[config.mk]
export PLATFORM = sky130hd
export DESIGN_NAME = normalized_difference_index_colour_flat
export DESIGN_NICKNAME = d
export VERILOG_FILES = /design/src/hw/rtl/ndic_pkg.sv /design/src/hw/rtl/ndic_pix_if.sv /design/src/hw/rtl/ndic_rgb_if.sv /design/src/hw/rtl/normalized_difference_index_colour.sv /design/src/hw/rtl/ndic_regs.sv /design/src/hw/rtl/ndic_prep.sv /design/src/hw/rtl/ndic_div_cell.sv /design/src/hw/rtl/ndic_colour.sv /design/src/flat_wrapper.sv
export SDC_FILE = /design/constraint.sdc
export NUM_CORES = 2
export LEC_CHECK = 0
export BUFFER_PORTS_ARGS = -buffer_cell sky130_fd_sc_hd__buf_4
export CAP_MARGIN = 30
export CORE_ASPECT_RATIO = 1.5
export CORE_UTILIZATION = 47
export DETAILED_ROUTE_END_ITERATION = 7
export GPL_TIMING_DRIVEN = 0
export PLACE_DENSITY = 0.6
export SLEW_MARGIN = 20
export SYNTH_ARGS = -nofsm -noshare
export SYNTH_HDL_FRONTEND = slang
export SYNTH_SLANG_ARGS = --single-unit
[constraint.sdc]
create_clock -name clk -period 10.6 [get_ports clk]
set_input_delay 0.53 -clock clk [delete_from_list [all_inputs] [get_ports clk]]
set_output_delay 0.53 -clock clk [all_outputs]
set_load 0.01 [all_outputs]
[src/hw/rtl/ndic_pkg.sv]
`timescale 1ns / 1ps
// ----------------------------------------------------------------------------
// ndic_pkg
// Shared widths, reset values, register codes and the word types that move
// through the normalized difference index colour pipeline.
// ----------------------------------------------------------------------------
package ndic_pkg;

    localparam int SAMPLE_W        = 16;
    localparam int SAMPLE_BITS_DEF = 16;
    localparam int MAX_SAMPLE_BITS = 16;
    localparam int OFFSET_W        = 16;
    localparam int CUT_W           = 15;
    localparam int FRAC_W          = 14;
    localparam int QUO_W           = 16;
    localparam int IDX_W           = 16;
    localparam int DEN_W           = MAX_SAMPLE_BITS + 1;
    localparam int REM_W           = MAX_SAMPLE_BITS + FRAC_W;
    localparam int WIDE_W          = DEN_W + QUO_W;
    localparam int BYTE_W          = 8;
    localparam int ADDR_W          = 4;
    localparam int DATA_W          = 32;
    localparam int BASE_W          = IDX_W + 1;
    localparam int PROD_W          = BASE_W + 7;
    localparam int COL_W           = PROD_W - FRAC_W;

    localparam logic                RST_MODE      = 1'b0;
    localparam logic [OFFSET_W-1:0] RST_OFFSET    = 16'd1000;
    localparam logic [CUT_W-1:0]    RST_VEG_CUT   = 15'd9830;
    localparam logic [CUT_W-1:0]    RST_WATER_CUT = 15'd0;

    localparam logic signed [IDX_W-1:0]  IDX_MAX       = 16'sh7FFF;
    localparam logic signed [IDX_W-1:0]  IDX_MIN       = 16'sh8000;
    localparam logic signed [IDX_W-1:0]  IDX_MINUS_ONE = 16'shC000;
    localparam logic [QUO_W-1:0]         POS_LIMIT     = 16'd32767;
    localparam logic [QUO_W-1:0]         NEG_LIMIT     = 16'd32768;
    localparam logic signed [BASE_W-1:0] Q_ONE         = 17'sd16384;
    localparam logic signed [PROD_W-1:0] COLOUR_SCALE  = 24'sd127;
    localparam logic [COL_W-1:0]         COLOUR_MAX    = 10'd254;

    typedef enum logic [1:0] {
        REG_MODE      = 2'd0,
        REG_OFFSET    = 2'd1,
        REG_VEG_CUT   = 2'd2,
        REG_WATER_CUT = 2'd3
    } reg_idx_t;

    typedef struct packed {
        logic                mode;
        logic [OFFSET_W-1:0] offset;
        logic [CUT_W-1:0]    veg_cut;
        logic [CUT_W-1:0]    water_cut;
    } cfg_t;

    typedef struct packed {
        logic [REM_W-1:0] rem;
        logic [DEN_W-1:0] den;
        logic [QUO_W-1:0] quo;
        logic             neg;
        logic             zero;
        logic             ovf;
        logic             last;
    } div_word_t;

endpackage

[src/hw/rtl/ndic_pix_if.sv]
`timescale 1ns / 1ps
// ----------------------------------------------------------------------------
// ndic_pix_if
// Pixel input channel: two band samples and the end-of-area flag.
// ----------------------------------------------------------------------------
interface ndic_pix_if;

    logic                          valid;
    logic                          ready;
    logic [ndic_pkg::SAMPLE_W-1:0] band_a;
    logic [ndic_pkg::SAMPLE_W-1:0] band_b;
    logic                          last_in;

    modport source (output valid, output band_a, output band_b, output last_in, input ready);
    modport sink   (input valid, input band_a, input band_b, input last_in, output ready);

endinterface

[src/hw/rtl/ndic_rgb_if.sv]
`timescale 1ns / 1ps
// ----------------------------------------------------------------------------
// ndic_rgb_if
// Colour output channel: three colour bytes and the end-of-area flag.
// ----------------------------------------------------------------------------
interface ndic_rgb_if;

    logic                        valid;
    logic                        ready;
    logic [ndic_pkg::BYTE_W-1:0] red_byte;
    logic [ndic_pkg::BYTE_W-1:0] green_byte;
    logic [ndic_pkg::BYTE_W-1:0] blue_byte;
    logic                        last_out;

    modport source (output valid, output red_byte, output green_byte, output blue_byte,
                    output last_out, input ready);
    modport sink   (input valid, input red_byte, input green_byte, input blue_byte,
                    input last_out, output ready);

endinterface

[src/hw/rtl/normalized_difference_index_colour.sv]
`timescale 1ns / 1ps
// ----------------------------------------------------------------------------
// normalized_difference_index_colour
// Maps each pixel's normalized difference index (A-B)/(A+B-2*offset) to an
// RGB colour word, vegetation index into green or water index into blue.
// ----------------------------------------------------------------------------
// Takes one pixel word per clock while the colour side takes its words and
// returns one colour word per pixel, in order: a front cell forms the
// numerator and denominator, a chain of 16 division cells that each settle one
// quotient bit, and an output cell saturates the index, scales it to a colour
// and routes it. Every cell holds its own word and stalls only when the cell
// after it is full, so back-pressure on the colour side stops the chain cell
// by cell. Configuration registers sit on the APB port at byte addresses 0x0
// (mode), 0x4 (radiometric offset), 0x8 (vegetation cut) and 0xC (water cut);
// write them only while no pixel is in flight.
// ----------------------------------------------------------------------------
module normalized_difference_index_colour #(
    parameter int SAMPLE_BITS = ndic_pkg::SAMPLE_BITS_DEF
) (
    input  logic                        clk,
    input  logic                        rst_n,
    ndic_pix_if.sink                    pix,
    ndic_rgb_if.source                  rgb,
    input  logic                        psel,
    input  logic                        penable,
    input  logic                        pwrite,
    input  logic [ndic_pkg::ADDR_W-1:0] paddr,
    input  logic [ndic_pkg::DATA_W-1:0] pwdata,
    output logic [ndic_pkg::DATA_W-1:0] prdata,
    output logic                        pready
);
    import ndic_pkg::*;

    cfg_t      cfg;
    logic      chain_valid [0:QUO_W];
    logic      chain_ready [0:QUO_W];
    div_word_t chain_word  [0:QUO_W];

    ndic_regs u_regs (
        .clk     (clk),
        .rst_n   (rst_n),
        .psel    (psel),
        .penable (penable),
        .pwrite  (pwrite),
        .paddr   (paddr),
        .pwdata  (pwdata),
        .prdata  (prdata),
        .pready  (pready),
        .cfg     (cfg)
    );

    ndic_prep #(
        .SAMPLE_BITS (SAMPLE_BITS)
    ) u_prep (
        .clk       (clk),
        .rst_n     (rst_n),
        .pix       (pix),
        .offset    (cfg.offset),
        .out_valid (chain_valid[0]),
        .out_ready (chain_ready[0]),
        .out_word  (chain_word[0])
    );

    // most significant quotient bit first
    for (genvar i = 0; i < QUO_W; i++)
    begin : g_cell
        ndic_div_cell #(
            .BIT (QUO_W - 1 - i)
        ) u_cell (
            .clk       (clk),
            .rst_n     (rst_n),
            .in_valid  (chain_valid[i]),
            .in_ready  (chain_ready[i]),
            .in_word   (chain_word[i]),
            .out_valid (chain_valid[i+1]),
            .out_ready (chain_ready[i+1]),
            .out_word  (chain_word[i+1])
        );
    end

    ndic_colour u_colour (
        .clk      (clk),
        .rst_n    (rst_n),
        .in_valid (chain_valid[QUO_W]),
        .in_ready (chain_ready[QUO_W]),
        .in_word  (chain_word[QUO_W]),
        .cfg      (cfg),
        .rgb      (rgb)
    );

endmodule

[src/hw/rtl/ndic_regs.sv]
`timescale 1ns / 1ps
// ----------------------------------------------------------------------------
// ndic_regs
// APB configuration registers: index mode, radiometric offset and the two
// index cuts.
// ----------------------------------------------------------------------------
module ndic_regs (
    input  logic                          clk,
    input  logic                          rst_n,
    input  logic                          psel,
    input  logic                          penable,
    input  logic                          pwrite,
    input  logic [ndic_pkg::ADDR_W-1:0]   paddr,
    input  logic [ndic_pkg::DATA_W-1:0]   pwdata,
    output logic [ndic_pkg::DATA_W-1:0]   prdata,
    output logic                          pready,
    output ndic_pkg::cfg_t                cfg
);
    import ndic_pkg::*;

    cfg_t     cfg_reg;
    cfg_t     cfg_next;
    reg_idx_t sel;
    logic     wr_en;

    assign pready = 1'b1;
    assign sel    = reg_idx_t'(paddr[ADDR_W-1:2]);
    assign wr_en  = psel && penable && pwrite && pready;
    assign cfg    = cfg_reg;

    always_comb
    begin
        cfg_next = cfg_reg;
        if (wr_en)
        begin
            unique case (sel)
                REG_MODE:      cfg_next.mode      = pwdata[0];
                REG_OFFSET:    cfg_next.offset    = pwdata[OFFSET_W-1:0];
                REG_VEG_CUT:   cfg_next.veg_cut   = pwdata[CUT_W-1:0];
                REG_WATER_CUT: cfg_next.water_cut = pwdata[CUT_W-1:0];
            endcase
        end
    end

    always_comb
    begin
        unique case (sel)
            REG_MODE:      prdata = DATA_W'(cfg_reg.mode);
            REG_OFFSET:    prdata = DATA_W'(cfg_reg.offset);
            REG_VEG_CUT:   prdata = DATA_W'(cfg_reg.veg_cut);
            REG_WATER_CUT: prdata = DATA_W'(cfg_reg.water_cut);
        endcase
    end

    always_ff @(posedge clk or negedge rst_n)
    begin
        if (!rst_n)
        begin
            cfg_reg.mode      <= RST_MODE;
            cfg_reg.offset    <= RST_OFFSET;
            cfg_reg.veg_cut   <= RST_VEG_CUT;
            cfg_reg.water_cut <= RST_WATER_CUT;
        end
        else
        begin
            cfg_reg <= cfg_next;
        end
    end

endmodule

[src/hw/rtl/ndic_prep.sv]
`timescale 1ns / 1ps
// ----------------------------------------------------------------------------
// ndic_prep
// Head cell of the divider chain: forms numerator and denominator, takes
// their magnitudes and flags zero denominator and quotient overflow.
// ----------------------------------------------------------------------------
module ndic_prep #(
    parameter int SAMPLE_BITS = ndic_pkg::SAMPLE_BITS_DEF
) (
    input  logic                          clk,
    input  logic                          rst_n,
    ndic_pix_if.sink                      pix,
    input  logic [ndic_pkg::OFFSET_W-1:0] offset,
    output logic                          out_valid,
    input  logic                          out_ready,
    output ndic_pkg::div_word_t           out_word
);
    import ndic_pkg::*;

    localparam int DS_W = DEN_W + 2;

    logic [SAMPLE_BITS-1:0]        a;
    logic [SAMPLE_BITS-1:0]        b;
    logic signed [SAMPLE_BITS:0]   num_s;
    logic signed [DS_W-1:0]        den_s;
    logic [SAMPLE_BITS-1:0]        num_mag;
    logic [DEN_W-1:0]              den_mag;
    logic [REM_W-1:0]              dividend;
    div_word_t                     word_next;
    div_word_t                     word_reg;
    logic                          valid_reg;
    logic                          valid_next;
    logic                          take;

    assign a     = pix.band_a[SAMPLE_BITS-1:0];
    assign b     = pix.band_b[SAMPLE_BITS-1:0];
    assign num_s = $signed({1'b0, a}) - $signed({1'b0, b});
    assign den_s = $signed(DS_W'(a)) + $signed(DS_W'(b)) - $signed(DS_W'(offset) << 1);

    assign num_mag  = num_s[SAMPLE_BITS] ? SAMPLE_BITS'(-num_s) : num_s[SAMPLE_BITS-1:0];
    assign den_mag  = den_s[DS_W-1] ? DEN_W'(-den_s) : DEN_W'(den_s);
    assign dividend = REM_W'(num_mag) << FRAC_W;

    always_comb
    begin
        word_next.rem  = dividend;
        word_next.den  = den_mag;
        word_next.quo  = '0;
        word_next.neg  = num_s[SAMPLE_BITS] ^ den_s[DS_W-1];
        word_next.zero = (den_s == '0);
        word_next.ovf  = WIDE_W'(dividend) >= (WIDE_W'(den_mag) << QUO_W);
        word_next.last = pix.last_in;
    end

    assign pix.ready  = !valid_reg || out_ready;
    assign take       = pix.valid && pix.ready;
    assign valid_next = pix.ready ? pix.valid : valid_reg;
    assign out_valid  = valid_reg;
    assign out_word   = word_reg;

    always_ff @(posedge clk or negedge rst_n)
    begin
        if (!rst_n)
        begin
            valid_reg <= 1'b0;
        end
        else
        begin
            valid_reg <= valid_next;
        end
    end

    always_ff @(posedge clk)
    begin
        if (take)
        begin
            word_reg <= word_next;
        end
    end

endmodule

[src/hw/rtl/ndic_div_cell.sv]
`timescale 1ns / 1ps
// ----------------------------------------------------------------------------
// ndic_div_cell
// One restoring division cell: decides one quotient bit and hands the
// partial remainder to the next cell.
// ----------------------------------------------------------------------------
module ndic_div_cell #(
    parameter int BIT = 0
) (
    input  logic                clk,
    input  logic                rst_n,
    input  logic                in_valid,
    output logic                in_ready,
    input  ndic_pkg::div_word_t in_word,
    output logic                out_valid,
    input  logic                out_ready,
    output ndic_pkg::div_word_t out_word
);
    import ndic_pkg::*;

    logic [WIDE_W-1:0] shifted;
    logic [WIDE_W-1:0] rem_ext;
    logic              ge;
    div_word_t         word_next;
    div_word_t         word_reg;
    logic              valid_reg;
    logic              valid_next;
    logic              take;

    assign shifted = WIDE_W'(in_word.den) << BIT;
    assign rem_ext = WIDE_W'(in_word.rem);
    assign ge      = rem_ext >= shifted;

    always_comb
    begin
        word_next          = in_word;
        word_next.rem      = ge ? REM_W'(rem_ext - shifted) : in_word.rem;
        word_next.quo[BIT] = ge;
    end

    assign in_ready   = !valid_reg || out_ready;
    assign take       = in_valid && in_ready;
    assign valid_next = in_ready ? in_valid : valid_reg;
    assign out_valid  = valid_reg;
    assign out_word   = word_reg;

    always_ff @(posedge clk or negedge rst_n)
    begin
        if (!rst_n)
        begin
            valid_reg <= 1'b0;
        end
        else
        begin
            valid_reg <= valid_next;
        end
    end

    always_ff @(posedge clk)
    begin
        if (take)
        begin
            word_reg <= word_next;
        end
    end

endmodule

[src/hw/rtl/ndic_colour.sv]
`timescale 1ns / 1ps
// ----------------------------------------------------------------------------
// ndic_colour
// Tail cell: signs and saturates the quotient, maps the index to a colour
// value, routes it by mode and cut, and holds the output word.
// ----------------------------------------------------------------------------
module ndic_colour (
    input  logic                clk,
    input  logic                rst_n,
    input  logic                in_valid,
    output logic                in_ready,
    input  ndic_pkg::div_word_t in_word,
    input  ndic_pkg::cfg_t      cfg,
    ndic_rgb_if.source          rgb
);
    import ndic_pkg::*;

    logic signed [IDX_W-1:0]  idx;
    logic signed [IDX_W-1:0]  cut;
    logic signed [BASE_W-1:0] base;
    logic signed [PROD_W-1:0] prod;
    logic [COL_W-1:0]         col;
    logic [BYTE_W-1:0]        val;
    logic                     above;
    logic [BYTE_W-1:0]        on_val;
    logic [BYTE_W-1:0]        off_val;
    logic [BYTE_W-1:0]        red_next;
    logic [BYTE_W-1:0]        green_next;
    logic [BYTE_W-1:0]        blue_next;
    logic [BYTE_W-1:0]        red_reg;
    logic [BYTE_W-1:0]        green_reg;
    logic [BYTE_W-1:0]        blue_reg;
    logic                     last_reg;
    logic                     valid_reg;
    logic                     valid_next;
    logic                     take;

    // signed, saturated index
    always_comb
    begin
        if (in_word.zero)
        begin
            idx = IDX_MINUS_ONE;
        end
        else if (!in_word.neg)
        begin
            idx = (in_word.ovf || in_word.quo > POS_LIMIT) ? IDX_MAX : $signed(in_word.quo);
        end
        else
        begin
            idx = (in_word.ovf || in_word.quo > NEG_LIMIT) ? IDX_MIN : -$signed(in_word.quo);
        end
    end

    assign base = Q_ONE + $signed({idx[IDX_W-1], idx});
    assign prod = $signed({{(PROD_W-BASE_W){base[BASE_W-1]}}, base}) * COLOUR_SCALE;
    assign col  = prod[PROD_W-1:FRAC_W];

    always_comb
    begin
        if (prod[PROD_W-1])
        begin
            val = '0;
        end
        else if (col > COLOUR_MAX)
        begin
            val = BYTE_W'(COLOUR_MAX);
        end
        else
        begin
            val = col[BYTE_W-1:0];
        end
    end

    assign cut     = cfg.mode ? $signed({cfg.water_cut[CUT_W-1], cfg.water_cut})
                              : $signed({cfg.veg_cut[CUT_W-1], cfg.veg_cut});
    assign above   = idx > cut;
    assign on_val  = above ? val : '0;
    assign off_val = above ? '0 : val;

    // index channel is green in vegetation mode, blue in water mode
    assign red_next   = off_val;
    assign green_next = cfg.mode ? off_val : on_val;
    assign blue_next  = cfg.mode ? on_val : off_val;

    assign in_ready   = !valid_reg || rgb.ready;
    assign take       = in_valid && in_ready;
    assign valid_next = in_ready ? in_valid : valid_reg;

    assign rgb.valid      = valid_reg;
    assign rgb.red_byte   = red_reg;
    assign rgb.green_byte = green_reg;
    assign rgb.blue_byte  = blue_reg;
    assign rgb.last_out   = last_reg;

    always_ff @(posedge clk or negedge rst_n)
    begin
        if (!rst_n)
        begin
            valid_reg <= 1'b0;
        end
        else
        begin
            valid_reg <= valid_next;
        end
    end

    always_ff @(posedge clk)
    begin
        if (take)
        begin
            red_reg   <= red_next;
            green_reg <= green_next;
            blue_reg  <= blue_next;
            last_reg  <= in_word.last;
        end
    end

endmodule
[src/flat_wrapper.sv]
// flat-port wrapper written by rule: the top's interface ports become plain ports
module normalized_difference_index_colour_flat import ndic_pkg::*;
#(
    parameter int SAMPLE_BITS = ndic_pkg::SAMPLE_BITS_DEF
)
  (clk, rst_n, psel, penable, pwrite, paddr, pwdata, prdata, pready, pix_valid, pix_band_a, pix_band_b, pix_last_in, pix_ready, rgb_valid, rgb_red_byte, rgb_green_byte, rgb_blue_byte, rgb_last_out, rgb_ready);
  ndic_pix_if pix_i ();
  ndic_rgb_if rgb_i ();
  input  logic clk;
  input  logic rst_n;
  input  logic psel;
  input  logic penable;
  input  logic pwrite;
  input  logic [ndic_pkg::ADDR_W-1:0] paddr;
  input  logic [ndic_pkg::DATA_W-1:0] pwdata;
  output logic [ndic_pkg::DATA_W-1:0] prdata;
  output logic pready;
  input wire logic [$bits(pix_i.valid)-1:0] pix_valid;
  input wire logic [$bits(pix_i.band_a)-1:0] pix_band_a;
  input wire logic [$bits(pix_i.band_b)-1:0] pix_band_b;
  input wire logic [$bits(pix_i.last_in)-1:0] pix_last_in;
  output wire logic [$bits(pix_i.ready)-1:0] pix_ready;
  output wire logic [$bits(rgb_i.valid)-1:0] rgb_valid;
  output wire logic [$bits(rgb_i.red_byte)-1:0] rgb_red_byte;
  output wire logic [$bits(rgb_i.green_byte)-1:0] rgb_green_byte;
  output wire logic [$bits(rgb_i.blue_byte)-1:0] rgb_blue_byte;
  output wire logic [$bits(rgb_i.last_out)-1:0] rgb_last_out;
  input wire logic [$bits(rgb_i.ready)-1:0] rgb_ready;
  assign pix_i.valid = pix_valid;
  assign pix_i.band_a = pix_band_a;
  assign pix_i.band_b = pix_band_b;
  assign pix_i.last_in = pix_last_in;
  assign pix_ready = pix_i.ready;
  assign rgb_valid = rgb_i.valid;
  assign rgb_red_byte = rgb_i.red_byte;
  assign rgb_green_byte = rgb_i.green_byte;
  assign rgb_blue_byte = rgb_i.blue_byte;
  assign rgb_last_out = rgb_i.last_out;
  assign rgb_i.ready = rgb_ready;
  normalized_difference_index_colour #(.SAMPLE_BITS(SAMPLE_BITS)) u_core (.clk(clk), .rst_n(rst_n), .pix(pix_i), .rgb(rgb_i), .psel(psel), .penable(penable), .pwrite(pwrite), .paddr(paddr), .pwdata(pwdata), .prdata(prdata), .pready(pready));
endmodule
==> key figures <==
CTS
  – CTS Hold Bufs: 2
  – Post-CTS resize count: 0
  – Maximum root-to-sink buffer count: 3
  – CTS tree: yes
  – Worst-skew pair later-pin latency: ~680 ps
  – Post-CTS setup buffers: 0
  – H-tree levels: 3
  – Clock root buffer: clkbuf_16
  – CTS Sinks: 911
  – CTS Buf Count: 88
  – Worst-path clk slew: 60 ps

Timing
  – Max Slew Vio Count: 0
  – Slew headroom: between 20 and 30%
  – Setup TNS: 0 ps
  – Min Hold Slack: between 70 and 80 ps
  – Worst setup margin: between 2000 and 2500 ps
  – RSZ-0062 raised after global routing: false
  – Worst-Margin Slew: 1053 ps
  – Setup Skew: 33.82 ps
  – Final worst-path cycle share: slightly below 80%
  – Final number of setup-violating endpoints: 0
  – Fin. Hold Viols: 0
  – FMAX: between 0.1 and 0.15 GHz
  – Final min period: approximately 8300 ps

Yosys
  – FF+latch count, synth: 911
  – Sequential area share after synthesis: roughly 51%
  – Synth Cell Area: about 53,000 um2
  – Asr flop ratio synth: approximately 7%
  – Cells after synthesis: 4,647
  – Post-synth EDFFs: about 850
  – Synth cell types: 89
  – Ys Warns: 0
  – Avg Cell Area, Syn: between 10 and 15 um2
  – Main flop type after synthesis: edfxtp_1

Critical path
  – Worst Path Arrival: a little under 9000 ps
  – CP max FO: 8
  – Worst endpoint required time: around 11,000 ps
  – Setup CP Type: reg -> reg
  – Crit path capture type: register
  – Startpoint Class: register

Floorplanning
  – Die Area: between 100,000 and 150,000 um2
  – I/O pin total: between 100 and 150
  – Die Span X: ~280 um
  – # rows: 150
  – Core ar.: between 100,000 and 150,000 um2
  – Starting Density: 47.38%
  – Die Ht: between 400 and 500 um

Final layout
  – Layout area overhead: 11.55%
  – Fill cells: ~10,000
  – Final core occ: 52.85%
  – # diodes: 0
  – Multi-input gate area in the final layout: roughly 23,000 um2
  – Most frequent cells in the layout: edfxtp_1 (846), inv_1 (573), ha_1 (378)
  – NumNets Final: about 5,400
  – Largest register FFs: ~790
  – Commonest non-fill, non-tap cell in the layout: edfxtp_1
  – FF/Latch Area: 27,050 um2
  – Design area: approximately 60,000 um2
  – Fin cells: approximately 6,400
  – Fraction of layout cells with a size suffix above 1: between 10% and 20%

Pwr
  – Clock power frac: between 15 and 20%
  – Int Pwr: roughly 12 mW
  – VDD IR max: between 0.2 and 0.3 mV
  – Pwr/cell area: 330.9 nW/um2
  – Flop pwr share: 32.1%
  – P_leak: roughly 24 nW
  – Sw frac: around two fifths
  – P_sw: 7.715 mW
  – Combinational fraction of design power: 51.8%
  – Design Power: 19.46 mW

Flow run
  – Maxcap violations: 0

Routing
  – DRT Wirelength: between 100,000 and 150,000 um
  – Pre-antenna DRT Iters: 5
  – First-iteration detailed-routing DRC count: 1,485
  – Drt drc: 0
  – Antenna viol nets, final: 0
  – Drt wl/cell: about 18 um
  – Vias: about 34,000
  – Vias per cell: 5.359

Placed design
  – Post-DP HPWL: around 89,000 um
  – Placed Cells: 6,227
  – # port buffers: 98
  – Placed instance area: around 56,000 um2
  – RD Place Congestion: approximately 0.89
  – Pre-CTS setup slack: between 2000 and 2500 ps

Global route
  – Vias in the first global route: approximately 35,000
  – Gr usage total: about a fifth
  – Maximum number of pins on one net before global-route repair: 66
  – Antenna violations before repair: 0
  – Gr ovfl total: 0
  – Wire length of the first global-routing pass: between 150,000 and 200,000 um

Min path
  – Hold Crit Class: in -> reg

Outcome
  – Status: finished, final reports clean
cells in the mapped netlist, drive strengths merged (21+ instances only):
master	number	area, um2
nand4	46	287.8
nand2b	86	538.0
buf	31	188.9
nor3	87	435.4
nor4	48	327.8
and2	45	281.5
inv	573	2151
and3	21	131.4
a21oi	280	1405
clkbuf	64	240.2
edfxtp	846	25400
nand3	70	350.3
fa	91	1822
o21a	44	330.3
a211oi	28	210.2
xor2	133	1184
xnor2	204	1794
nor2	290	1110
or2	28	175.2
ha	378	4730
a31oi	21	131.4
dfrtp	52	1301
nor2b	62	387.9
o21ai	248	1249
or3	41	256.5
a21o	105	788.3
a21boi	31	232.7
o31ai	30	225.2
nand2	266	998.5
mux2	142	1599
worst max-delay path, stage by stage, from the launching register on:
cell,delay [ps]
edfxtp_1,500
inv_1,100
ha_1,200
or3b_4,430
or4_1,610
o31a_1,310
o21ai_0,420
nand2_1,240
inv_1,200
ha_1,270
inv_1,120
xnor2_1,150
fa_1,470
fa_1,540
inv_1,50
fa_1,530
inv_1,40
ha_1,310
and3_1,200
a22o_1,210
o211a_1,240
o211ai_1,340
a31oi_1,230
a211o_1,350
a21oi_1,180
xor2_1,200
or4_1,630
nor2_1,130
cell families (layout without fill, tap and decap cells):
logic type | Yosys count | in the layout | share of synthesized area, %
flops | 911 | 911 | 51.29
xor+xnor | 337 | 337 | 5.647
other cells | 2 | 17 | 0.01424
mux | 163 | 163 | 3.455
fa+ha+maj | 470 | 470 | 12.45
simple gates | 1150 | 1150 | 10.97
buf+inv | 668 | 951 | 4.893
compound gates | 946 | 946 | 11.28
final cells by class:
| class | count | share of cell area [%] |
|---|---|---|
| plain buffers | 95 | 0.7296 |
| flip-flops and latches | 911 | 45.98 |
| multi-input cells | 3083 | 39.53 |
| clock inverters | 45 | 0.8722 |
| clock buffers | 113 | 4.046 |
| inverters | 573 | 3.657 |
| repair buffers | 125 | 2.106 |
| well taps | 1444 | 3.072 |
layer usage:
layer | GRT usage, % | vias up | share of wire (%)
met5 | 0 | - | 0
met4 | 10.97 | 0 | 5.2
met3 | 2.160 | 264 | 2.6
li1 | - | 17060 | -
met1 | 19.42 | 16400 | 36
met2 | 40.54 | 524 | 57
power by group through the flow:
stage / combinational [mW] / clock [mW] / sequential, mW
2_1_floorplan: 7.76 / 0 / 6.08
3_3_place_gp: 9.85 / 0 / 6.33
3_5_place_dp: 10.0 / 0 / 6.31
4_1_cts: 10.1 / 3.24 / 6.25
5_1_grt: 11.4 / 3.36 / 6.35
6_report: 10.1 / 3.14 / 6.24
final timing paths:
| kind | start | end | slack, ps | depth (start not counted) |
|---|---|---|---|---|
| max | u_core.g_cell[15].u_cell.out_word[4] | u_core.u_colour.rgb.blue_byte[0] | 2270 | 27 |
| min | pix_valid | u_core.u_prep.out_valid | 70 | 2 |
| max reg2reg | u_core.g_cell[15].u_cell.out_word[4] | u_core.u_colour.rgb.blue_byte[0] | 2270 | 27 |
| min reg2reg | u_core.g_cell[4].u_cell.out_word[3] | u_core.g_cell[5].u_cell.out_word[3] | 400 | 0 |
| max in group asynchronous | rst_n | u_core.u_regs.cfg[28] | 9710 | 3 |
| min in group asynchronous | rst_n | u_core.u_regs.cfg[3] | 300 | 2 |
No activity file was read; power rests on OpenSTA's default activity.
